--- config.mk ---
export PLATFORM = sky130hd
export DESIGN_NAME = byte_ring_fifo_peak_hold_core
export DESIGN_NICKNAME = d
export VERILOG_FILES = /design/src/hdl/bfph_pkg.sv /design/src/hdl/bfph_ram.sv /design/src/hdl/bfph_ctrl.sv /design/src/hdl/byte_ring_fifo_peak_hold_core.sv
export SDC_FILE = /design/constraint.sdc
export NUM_CORES = 1
export LEC_CHECK = 0
export ABC_AREA = 1
export BUFFER_PORTS_ARGS = -buffer_cell sky130_fd_sc_hd__buf_2
export CORE_MARGIN = 2
export CORE_UTILIZATION = 50
export DETAILED_ROUTE_END_ITERATION = 16
export PLACE_DENSITY_LB_ADDON = 0.15
export SYNTH_ARGS = -nofsm -noshare
export SYNTH_HDL_FRONTEND = slang
export SYNTH_SLANG_ARGS = --single-unit
--- constraint.sdc ---
create_clock -name clk -period 3.9 [get_ports clk]
set_input_delay 0.585 -clock clk [delete_from_list [all_inputs] [get_ports clk]]
set_output_delay 0.585 -clock clk [all_outputs]
set_load 0.05 [all_outputs]
--- src/hdl/bfph_pkg.sv ---
// Shared types and constants for the byte ring FIFO with peak hold.
// No dependencies; bfph_ctrl, the top level and the testbench use it by scoped names.
package bfph_pkg;

  localparam int DEPTH  = 32;
  localparam int ADDR_W = $clog2(DEPTH);
  localparam int LEN_W  = 6;
  localparam int DATA_W = 8;
  localparam int CMD_W  = 2;

  localparam logic [LEN_W-1:0] DEPTH_LEN  = LEN_W'(DEPTH);
  localparam logic [LEN_W-1:0] QLEN_RESET = LEN_W'(32);

  localparam logic [CMD_W-1:0] CMD_PUSH  = 2'd0;
  localparam logic [CMD_W-1:0] CMD_POP   = 2'd1;
  localparam logic [CMD_W-1:0] CMD_CLEAR = 2'd2;

  typedef struct packed {
    logic [CMD_W-1:0]  cmd;
    logic [DATA_W-1:0] push_byte;
  } item_t;

  typedef struct packed {
    logic [DATA_W-1:0] pop_byte;
    logic              failed;
    logic [LEN_W-1:0]  occupancy;
    logic [LEN_W-1:0]  free_space;
    logic              is_empty;
    logic              is_full;
    logic [LEN_W-1:0]  peak_level;
  } result_t;

  typedef struct packed {
    logic              wr_en;
    logic [ADDR_W-1:0] wr_addr;
    logic [DATA_W-1:0] wr_data;
    logic              rd_en;
    logic [ADDR_W-1:0] rd_addr;
  } mem_req_t;

endpackage

--- src/hdl/bfph_ram.sv ---
// Generic single-clock RAM: one write port, one read port, registered read.
// No dependencies.
module bfph_ram #(
  parameter int WIDTH = 8,
  parameter int DEPTH = 32
) (
  input  logic                     clk,
  input  logic                     wr_en,
  input  logic [$clog2(DEPTH)-1:0] wr_addr,
  input  logic [WIDTH-1:0]         wr_data,
  input  logic                     rd_en,
  input  logic [$clog2(DEPTH)-1:0] rd_addr,
  output logic [WIDTH-1:0]         rd_data
);

  logic [WIDTH-1:0] mem [DEPTH];

  always_ff @(posedge clk) begin
    if (wr_en) begin
      mem[wr_addr] <= wr_data;
    end
    if (rd_en) begin
      rd_data <= mem[rd_addr];
    end
  end

endmodule

--- src/hdl/bfph_ctrl.sv ---
// FIFO control: length register, positions, count, peak hold, status result.
// Depends on bfph_pkg; drives the byte store through a mem_req_t request.
module bfph_ctrl (
  input  logic                     clk,
  input  logic                     rst,
  input  logic                     accept,
  input  bfph_pkg::item_t          item,
  input  logic                     cfg_we,
  input  logic [bfph_pkg::LEN_W-1:0] cfg_data,
  output bfph_pkg::mem_req_t       req,
  output logic                     done,
  output logic                     pop_ok,
  output bfph_pkg::result_t        status
);

  logic [bfph_pkg::LEN_W-1:0]  queue_length;
  logic [bfph_pkg::ADDR_W-1:0] wr_pos, wr_pos_next;
  logic [bfph_pkg::ADDR_W-1:0] rd_pos, rd_pos_next;
  logic [bfph_pkg::LEN_W-1:0]  held, held_next;
  logic [bfph_pkg::LEN_W-1:0]  peak, peak_next;
  logic [bfph_pkg::LEN_W-1:0]  len;
  logic [bfph_pkg::LEN_W-1:0]  wr_inc, rd_inc;
  logic                        push_ok, pull_ok, fail;

  assign len = (queue_length > bfph_pkg::DEPTH_LEN) ? bfph_pkg::DEPTH_LEN : queue_length;

  assign wr_inc = bfph_pkg::LEN_W'(wr_pos) + 1'b1;
  assign rd_inc = bfph_pkg::LEN_W'(rd_pos) + 1'b1;

  always_comb begin
    wr_pos_next = wr_pos;
    rd_pos_next = rd_pos;
    held_next   = held;
    push_ok     = 1'b0;
    pull_ok     = 1'b0;
    fail        = 1'b0;
    unique case (item.cmd)
      bfph_pkg::CMD_PUSH: begin
        if (held < len) begin
          push_ok     = 1'b1;
          wr_pos_next = (wr_inc >= len) ? '0 : wr_inc[bfph_pkg::ADDR_W-1:0];
          held_next   = held + 1'b1;
        end else begin
          fail = 1'b1;
        end
      end
      bfph_pkg::CMD_POP: begin
        if (held != '0) begin
          pull_ok     = 1'b1;
          rd_pos_next = (rd_inc >= len) ? '0 : rd_inc[bfph_pkg::ADDR_W-1:0];
          held_next   = held - 1'b1;
        end else begin
          fail = 1'b1;
        end
      end
      bfph_pkg::CMD_CLEAR: begin
        wr_pos_next = '0;
        rd_pos_next = '0;
        held_next   = '0;
      end
      default: begin
        // unused command: hold everything
      end
    endcase
    peak_next = (held_next > peak) ? held_next : peak;
  end

  always_comb begin
    req.wr_en   = accept && push_ok;
    req.wr_addr = wr_pos;
    req.wr_data = item.push_byte;
    req.rd_en   = accept && pull_ok;
    req.rd_addr = rd_pos;
  end

  always_ff @(posedge clk) begin
    if (rst) begin
      queue_length <= bfph_pkg::QLEN_RESET;
      wr_pos       <= '0;
      rd_pos       <= '0;
      held         <= '0;
      peak         <= '0;
      done         <= 1'b0;
    end else begin
      if (cfg_we) begin
        queue_length <= cfg_data;
      end
      if (accept) begin
        wr_pos <= wr_pos_next;
        rd_pos <= rd_pos_next;
        held   <= held_next;
        peak   <= peak_next;
      end
      done <= accept;
    end
  end

  // Result status register; pop_byte is filled in from the store downstream.
  always_ff @(posedge clk) begin
    if (accept) begin
      pop_ok            <= pull_ok;
      status.pop_byte   <= '0;
      status.failed     <= fail;
      status.occupancy  <= held_next;
      status.free_space <= (held_next < len) ? (len - held_next) : '0;
      status.is_empty   <= (held_next == '0);
      status.is_full    <= (held_next >= len);
      status.peak_level <= peak_next;
    end
  end

  a_push_counts: assert property (@(posedge clk) disable iff (rst)
    accept && item.cmd == bfph_pkg::CMD_PUSH && !fail |=> held == $past(held) + 1'b1)
    else $error("successful push did not raise the count");

  a_clear_zero: assert property (@(posedge clk) disable iff (rst)
    accept && item.cmd == bfph_pkg::CMD_CLEAR |=> held == '0 && wr_pos == '0 && rd_pos == '0)
    else $error("clear left positions or count nonzero");

  a_result_matches_state: assert property (@(posedge clk) disable iff (rst)
    done |-> status.occupancy == held && status.peak_level == peak)
    else $error("reported status differs from held state");

  a_peak_covers: assert property (@(posedge clk) disable iff (rst)
    peak >= held)
    else $error("peak below current count");

  a_one_port: assert property (@(posedge clk) disable iff (rst)
    !(req.wr_en && req.rd_en))
    else $error("store written and read for one beat");

endmodule

--- src/hdl/byte_ring_fifo_peak_hold_core.sv ---
// Top level of the byte ring FIFO with peak hold.
// Depends on bfph_pkg, bfph_ctrl and bfph_ram.
//
//  channel  | handshake                  | payload
//  ---------+----------------------------+------------------------------
//  command  | start, busy                | item   (bfph_pkg::item_t)
//  result   | done                       | result (bfph_pkg::result_t)
//  config   | cfg_valid, cfg_ready       | cfg_data (queue length)
//
// One command per cycle; busy stays low. The result beat comes in the cycle
// after its command, as the status and the byte store read are both registered.
// Synchronous reset clears positions, count, peak and sets the length to 32;
// the byte store is not cleared. The receiver cannot stall the result.
module byte_ring_fifo_peak_hold_core (
  input  logic                       clk,
  input  logic                       rst,
  input  logic                       start,
  output logic                       busy,
  input  bfph_pkg::item_t            item,
  output logic                       done,
  output bfph_pkg::result_t          result,
  input  logic                       cfg_valid,
  output logic                       cfg_ready,
  input  logic [bfph_pkg::LEN_W-1:0] cfg_data
);

  bfph_pkg::mem_req_t          req;
  bfph_pkg::result_t           status;
  logic                        pop_ok;
  logic [bfph_pkg::DATA_W-1:0] rd_data;

  assign busy      = 1'b0;
  assign cfg_ready = 1'b1;

  bfph_ctrl u_ctrl (
    .clk      (clk),
    .rst      (rst),
    .accept   (start && !busy),
    .item     (item),
    .cfg_we   (cfg_valid && cfg_ready),
    .cfg_data (cfg_data),
    .req      (req),
    .done     (done),
    .pop_ok   (pop_ok),
    .status   (status)
  );

  bfph_ram #(
    .WIDTH (bfph_pkg::DATA_W),
    .DEPTH (bfph_pkg::DEPTH)
  ) u_store (
    .clk     (clk),
    .wr_en   (req.wr_en),
    .wr_addr (req.wr_addr),
    .wr_data (req.wr_data),
    .rd_en   (req.rd_en),
    .rd_addr (req.rd_addr),
    .rd_data (rd_data)
  );

  // Drop the stored byte unless this beat is a successful pop.
  always_comb begin
    result          = status;
    result.pop_byte = pop_ok ? rd_data : '0;
  end

endmodule

==> results.sh, run 1 <==
export IMPL_synth_compound_area_share_pct=12.7
export IMPL_synthArstFlopShare_pct=0
export IMPL_dp_hpwl_mm=20.6
export IMPL_diodes=0
export IMPL_io_buffers=49
export IMPL_status="finished, final reports clean"
export IMPL_critPathMaxStageDelay_ns=0.42
export IMPL_ys_flop_type="edfxtp_1"
export IMPL_crit_slowest_cell="a22oi_1"
export IMPL_finalCriticalPeriod_ns=3.55
export IMPL_multi_input_area_um2=4030
export IMPL_synth_most_common_cell="edfxtp_1"
export IMPL_synth_mux_area_share_pct=0
export IMPL_cts_tree="built"
export IMPL_cts_sinks=315
export IMPL_seq_area_um2=9170
export IMPL_powerDensity_nw_per_um2=492
export IMPL_gp_congestion=0.867
export IMPL_crit_fanout=7
export IMPL_synth_xor_area_share_pct=0.764
export IMPL_setup_slack_ns=0.347
export IMPL_fin_util_pct=58.0
export IMPL_die_area_um2=28900
export IMPL_yosys_cell_types_count=50
export IMPL_antenna_found_initial=0
export IMPL_grt_pass1_wl_mm=51.7
export IMPL_drtIter0Drc=903
export IMPL_drt_vias_per_instance=5.74
export IMPL_die_height_um=170
export IMPL_path_class="flip-flop to flip-flop"
export IMPL_synth_seq_cells=315
export IMPL_startpoint_type="flip-flop"
export IMPL_rows=60
export IMPL_synth_top_family_by_area="compound AO/OA/AOI/OAI gates"
export IMPL_syn_to_final_growth_pct=13.7
export IMPL_path_buf_inv=3
export IMPL_vias=9312
export IMPL_synth_area_top_cells="edfxtp_1, o21ai_0, nor2_1"
export IMPL_drv_cap=0
export IMPL_clk_latency_ns=0.51
export IMPL_gr_usage_all_layers_pct=23.7
export IMPL_report_final_slew_viol_count=0
export IMPL_initial_core_util_pct=51.1
export IMPL_setup_viol=0
export IMPL_min_path_type="primary input to flip-flop"
export IMPL_clock_root_buffer="clkbuf_16"
export IMPL_holdBufCountCts=0
export IMPL_synthSimpleGateAreaFrac_pct=12.6
export IMPL_rsz0062_at_grt="false"
export IMPL_cts_repair_resize_count=0
export IMPL_fmax_mhz=281
export IMPL_synth_adder_area_share_pct=3.15
export IMPL_finalHoldViolCount=0
export IMPL_end_kind="flip-flop"
export IMPL_grt_overflow_total=0
export IMPL_dr_pass1_iters=5
export IMPL_crit_path_cell_trace="nor2_1 -> nand3_1 -> nand2_1 -> nand2_1 -> ha_1 -> nand2_1 -> a21oi_1 -> nor2_4 -> nand2_4 -> nor3_2 -> inv_1 -> o21ai_1 -> nand3_1 -> a22oi_1 -> inv_1 -> ha_1 -> inv_1 -> nor2_1 -> nand4_1 -> nand2_4 -> nor2_2"
export IMPL_core_area_um2=27000
export IMPL_crit_arrival_ns=3.81
export IMPL_drcViolationCount=0
export IMPL_finalCritPeriodShare_pct=91.1
export IMPL_cts_htree_levels=2
export IMPL_ys_seq_area_share_pct=66.6
export IMPL_post_cts_buffers=0
export IMPL_numCtsBuffers=34
export IMPL_grt_pass1_vias=8939
export IMPL_syn_num_nets=1237
export IMPL_clkTransAtPathRegs_ns=0.06
export IMPL_ir_worst_vdd_mv=0.233
export IMPL_finClkSkew_ns=0.0154
export IMPL_synth_area_um2=13800
export IMPL_yosys_warnings=0
export IMPL_synth_top_area_cell="edfxtp_1"
export IMPL_nets=1311
export IMPL_power_mw=7.70
export IMPL_netlist_top_cells_count="edfxtp_1, nor2_1, o21ai_0"
export IMPL_synth_cells=1183
export IMPL_worst_slew_pin_slew_ns=1.03
export IMPL_maxSlewHeadroom_pct=31.4
export IMPL_die_w_um=170
export IMPL_dpl_worst_slack_ns=0.381
export IMPL_postRouteAntennaNets=0
export IMPL_routed_wl_mm=33.5
export IMPL_detail_route_wl_per_cell_um=20.6
export IMPL_cp_top_family="simple AND/OR/NAND/NOR gates"
export IMPL_drive_gt1_share_pct=15.7
export IMPL_synth_top_area_share_pct=62.4
export IMPL_fillCellCount=2200
export IMPL_finalSetupTns_ns=0
export IMPL_boundaryPins=52
export IMPL_power_leakage_nw=5.77
export IMPL_avgSynthCellArea_um2=11.6
export IMPL_synth_edf_count=286
export IMPL_cts_buffer_depth=3
export IMPL_required_ns=4.15
export IMPL_grt_max_degree=129
## routing by layer
layer	track usage (%)	vias up	share of wire, %
met4	6.54	0	2.4
li1	-	4408	-
met3	3.95	58	6.4
met5	0	-	0
met1	33.0	4555	44
met2	38.8	291	48
## worst reg2reg max path, stage by stage, from the launching register on
cell and delay (ns):
dfxtp_1 0.32, nor2_1 0.10, nand3_1 0.08, nand2_1 0.08, nand2_1 0.14, ha_1 0.33, nand2_1 0.07, a21oi_1 0.09
nor2_4 0.13, nand2_4 0.10, nor3_2 0.14, inv_1 0.07, o21ai_1 0.11, nand3_1 0.07, a22oi_1 0.42, inv_1 0.15
ha_1 0.33, inv_1 0.07, nor2_1 0.15, nand4_1 0.16, nand2_4 0.16, nor2_2 0.05
## final timing paths
path,from,end,slack [ns],cells past startpoint
worst max register to register,u_ctrl.queue_length[2],u_ctrl.status[13],0.35,21
worst max-delay path,u_ctrl.queue_length[2],u_ctrl.status[13],0.35,21
worst min register to register,u_ctrl.queue_length[4],u_ctrl.queue_length[4],0.49,2
worst min-delay path,cfg_data[2],u_ctrl.queue_length[2],0.32,3
## placed cells by master, fill, tap and decap left out, types with 33 or more instances in the layout
cell and n:
buf_2 49, inv_1 75, ha_1 33, nand2_1 80, o21ai_0 162, clkbuf_16 35
o221ai_1 40, nand3_1 39, buf_4 52, edfxtp_1 286, nor2_1 211
## flip-flops by register name, summed over array words and instances (netlist names)
register / flops
u_ctrl.held: 6
u_ctrl.rd_pos: 5
u_ctrl.done: 1
u_ctrl.pop_ok: 1
u_store.rd_data: 8
u_store.mem: 256
u_ctrl.queue_length: 6
u_ctrl.wr_pos: 5
u_ctrl.status: 21
u_ctrl.peak: 6
## power breakdown
part | internal [mW] | leakage [nW] | switching [mW]
clock network | 1.80 | 0.513 | 1.25
registers | 3.76 | 2.84 | 0.0427
logic | 0.234 | 2.42 | 0.608
## cell type report
type,instances,share of cell area [%]
Sequential cell,315,58.7
Multi-Input combinational cell,724,25.7
Clock buffer,44,5.88
Timing Repair Buffer,102,4.19
Tap cell,341,2.73
Inverter,80,1.94
Clock inverter,16,0.872
## per-stage QoR
stage | instance area (µm²) | instances | hold slack, ns
2_1_floorplan | 13800 | 1183 | 0.449
3_3_place_gp | 14600 | 1562 | 0.471
3_5_place_dp | 14600 | 1562 | 0.484
4_1_cts | 15600 | 1622 | 0.302
5_1_grt | 15600 | 1622 | 0.324
6_report | 15600 | 1622 | 0.317
## logic make-up (layout without fill, tap and decap cells)
| family | count (synthesis) | count (layout) |
|---|---|---|
| fa+ha+maj | 34 | 34 |
| simple gates | 383 | 383 |
| flops | 315 | 315 |
| buf+inv | 144 | 242 |
| compound gates | 293 | 293 |
| xor+xnor | 12 | 12 |
| other cells | 2 | 2 |
Power figures use the tool's default switching activity.
==> run 2: changes to the inputs <==
--- a/config.mk
+++ b/config.mk
@@ -5,11 +5,13 @@
 export SDC_FILE = /design/constraint.sdc
 export NUM_CORES = 1
 export LEC_CHECK = 0
-export ABC_AREA = 1
-export BUFFER_PORTS_ARGS = -buffer_cell sky130_fd_sc_hd__buf_2
+export ABC_AREA = 0
+export CELL_PAD_IN_SITES_DETAIL_PLACEMENT = 1
+export CELL_PAD_IN_SITES_GLOBAL_PLACEMENT = 1
 export CORE_MARGIN = 2
 export CORE_UTILIZATION = 50
 export DETAILED_ROUTE_END_ITERATION = 16
+export DONT_BUFFER_PORTS = 1
 export PLACE_DENSITY_LB_ADDON = 0.15
 export SYNTH_ARGS = -nofsm -noshare
 export SYNTH_HDL_FRONTEND = slang
==> run 2 against run 1 <==
Compared with the run above:
- synthesized cell count shrank 33%
- cell count shrank 25%
- die area shrank 2.3%
- largest power group unchanged
==> results.sh, run 2 <==
export IMPL_yosys_cell_types_count=64
export IMPL_clk_latency_ns=0.52
export IMPL_die_height_um=168
export IMPL_drcViolationCount=0
export IMPL_worst_slew_pin_slew_ns=0.786
export IMPL_path_class="flip-flop to flip-flop"
export IMPL_finClkSkew_ns=0.0213
export IMPL_powerDensity_nw_per_um2=522
export IMPL_gr_usage_met1_pct=31.4
export IMPL_crit_fanout=5
export IMPL_die_w_um=168
export IMPL_boundaryPins=52
export IMPL_routed_wl_mm=33.2
export IMPL_synth_area_top_cells="edfxtp_1, mux4_2, dfxtp_1"
export IMPL_dpl_worst_slack_ns=-0.158
export IMPL_netlist_top_cells_count="edfxtp_1, mux4_2, nor2_1"
export IMPL_crit_arrival_ns=4.21
export IMPL_dp_hpwl_mm=21.5
export IMPL_die_area_um2=28200
export IMPL_seq_power_share_pct=48.5
export IMPL_reg_top3="u_store.mem (256), u_ctrl.status (21), u_store.rd_data (8)"
export IMPL_end_kind="flip-flop"
export IMPL_vias=7471
export IMPL_gp_congestion=0.877
export IMPL_core_area_um2=26200
export IMPL_power_leakage_nw=5.18
export IMPL_layout_commonest_cell="edfxtp_1"
export IMPL_grt_met2_usage_pct=41.5
export IMPL_internal_power_mw=6.26
export IMPL_final_cell_mix="edfxtp_1, mux4_2, nor2_1, buf_4, clkbuf_16"
export IMPL_gr_usage_all_layers_pct=24.2
export IMPL_cts_sinks=315
export IMPL_p_sw_mw=1.88
export IMPL_antenna_found_initial=1
export IMPL_finalCriticalPeriod_ns=3.82
export IMPL_io_buffers=0
export IMPL_required_ns=4.29
export IMPL_syn_num_nets=842
export IMPL_fmax_mhz=262
export IMPL_ys_flop_type="edfxtp_1"
export IMPL_postRouteAntennaNets=0
export IMPL_synth_area_um2=13400
export IMPL_rsz0062_at_grt="true"
export IMPL_finalHoldViolCount=0
export IMPL_setup_slack_ns=0.0796
export IMPL_met3_usage_pct=4.16
export IMPL_grt_pass1_wl_mm=50.0
export IMPL_synth_edf_count=286
export IMPL_largest_reg_flops=256
export IMPL_finalCritPeriodShare_pct=98.0
export IMPL_dr_pass1_iters=5
export IMPL_status="finished, final reports clean"
export IMPL_regMostFlops="u_store.mem"
export IMPL_maxSlewHeadroom_pct=47.3
export IMPL_ys_seq_area_share_pct=68.3
export IMPL_fillCellCount=2310
export IMPL_cts_htree_levels=2
export IMPL_clock_root_buffer="clkbuf_16"
export IMPL_drt_vias_per_instance=6.14
export IMPL_startpoint_type="flip-flop"
export IMPL_avgSynthCellArea_um2=17.0
export IMPL_syn_to_final_growth_pct=16.2
export IMPL_grt_overflow_total=0
export IMPL_synth_seq_cells=315
export IMPL_diodes=0
export IMPL_yosys_warnings=0
export IMPL_ir_worst_vdd_mv=0.445
export IMPL_drive_gt1_share_pct=28.9
export IMPL_finalSetupTns_ns=0
export IMPL_top_usage_layer="met2"
export IMPL_drv_cap=0
export IMPL_synth_most_common_cell="edfxtp_1"
export IMPL_synthArstFlopShare_pct=0
export IMPL_numCtsBuffers=34
export IMPL_synth_top_area_cell="edfxtp_1"
export IMPL_initial_core_util_pct=51.2
export IMPL_nets=909
export IMPL_pwr_share_clk_pct=43.1
export IMPL_cts_tree="built"
export IMPL_synth_top_area_share_pct=64.0
export IMPL_synth_cells=788
export IMPL_setup_viol=0
export IMPL_grt_max_degree=67
export IMPL_detail_route_wl_per_cell_um=27.3
export IMPL_drtIter0Drc=773
export IMPL_rows=59
export IMPL_clkTransAtPathRegs_ns=0.06
export IMPL_cts_buffer_depth=3
export IMPL_min_path_type="primary input to flip-flop"
export IMPL_switching_share_pct=23.1
export IMPL_p_comb_share_pct=8.3
export IMPL_grt_pass1_vias=8020
export IMPL_report_final_slew_viol_count=0
==> run 2: metrics by stage <==
step                cell area (µm²)  power (mW)  hold WS, ns  utilization [%]  cells
detailed placement            14200        4.63        0.472             54.3   1150
global placement              14200        4.59        0.449             54.3   1150
finish                        15600        8.14        0.142             59.6   1216
CTS                           15500        8.13        0.123             59.1   1212
floorplan                     13400        4.44        0.435                -    788
global route                  15600        8.37        0.123             59.6   1216
==> run 2: repair_timing <==
item	in CTS	in global routing
pin swaps	1	14
setup endpoints to repair	16	17
hold buffers	0	0
buffers inserted	0	4
resized for setup	7	28
==> run 2: critical path: stages, from the launching register on <==
cell	delay, ns
dfxtp_4	0.36
inv_2	0.08
nand2_2	0.08
ha_4	0.24
a211oi_4	0.27
nor2_2	0.08
or3_4	0.41
nor2_1	0.13
o21ai_0	0.12
a32oi_2	0.31
buf_4	0.16
inv_1	0.05
ha_1	0.33
nand4_1	0.12
nor3_1	0.07
mux2i_1	0.21
o21ai_2	0.12
or2_1	0.27
mux2_4	0.30
==> run 2: logic make-up after synthesis <==
kind of cell    after synthesis  share of synthesized area [%]
fa+ha+maj                    36                           3.37
xor+xnor                     12                          0.783
simple gates                172                           6.15
flops                       315                           68.3
buf+inv                      71                           2.17
mux                          98                           14.9
other cells                   2                         0.0559
compound gates               82                           4.32
==> run 2: worst paths after layout <==
path,from,end,slack [ns],cells after the start
worst max-delay path,u_ctrl.queue_length[5],u_ctrl.peak[5],0.08,18
worst min-delay path,rst,u_ctrl.done,0.14,1
worst max register to register,u_ctrl.queue_length[5],u_ctrl.peak[5],0.08,18
worst min register to register,u_ctrl.peak[2],u_ctrl.peak[2],0.48,2
==> run 2: power by group through the flow <==
stage / clock [mW] / sequential, mW / combinational [mW]
global placement: 0 / 4.02 / 0.568
global route: 3.68 / 3.96 / 0.734
detailed placement: 0 / 4.02 / 0.606
CTS: 3.55 / 3.95 / 0.619
floorplan: 0 / 4.01 / 0.427
finish: 3.51 / 3.95 / 0.680
==> run 2: per-layer routing <==
metal,vias up,part of all wire [%]
li1,3232,-
met1,3941,41
met2,220,50
met3,76,5.3
met4,2,3.5
met5,-,0.033
==> run 2: area by class of cell <==
type / instances / area (µm²) / area share (%)
Inverter: 32 / 120 / 0.770
Clock buffer: 39 / 891 / 5.71
Tap cell: 335 / 419 / 2.69
Multi-Input combinational cell: 402 / 4110 / 26.4
Clock inverter: 23 / 337 / 2.16
Timing Repair Buffer: 70 / 551 / 3.53
Sequential cell: 315 / 9180 / 58.8
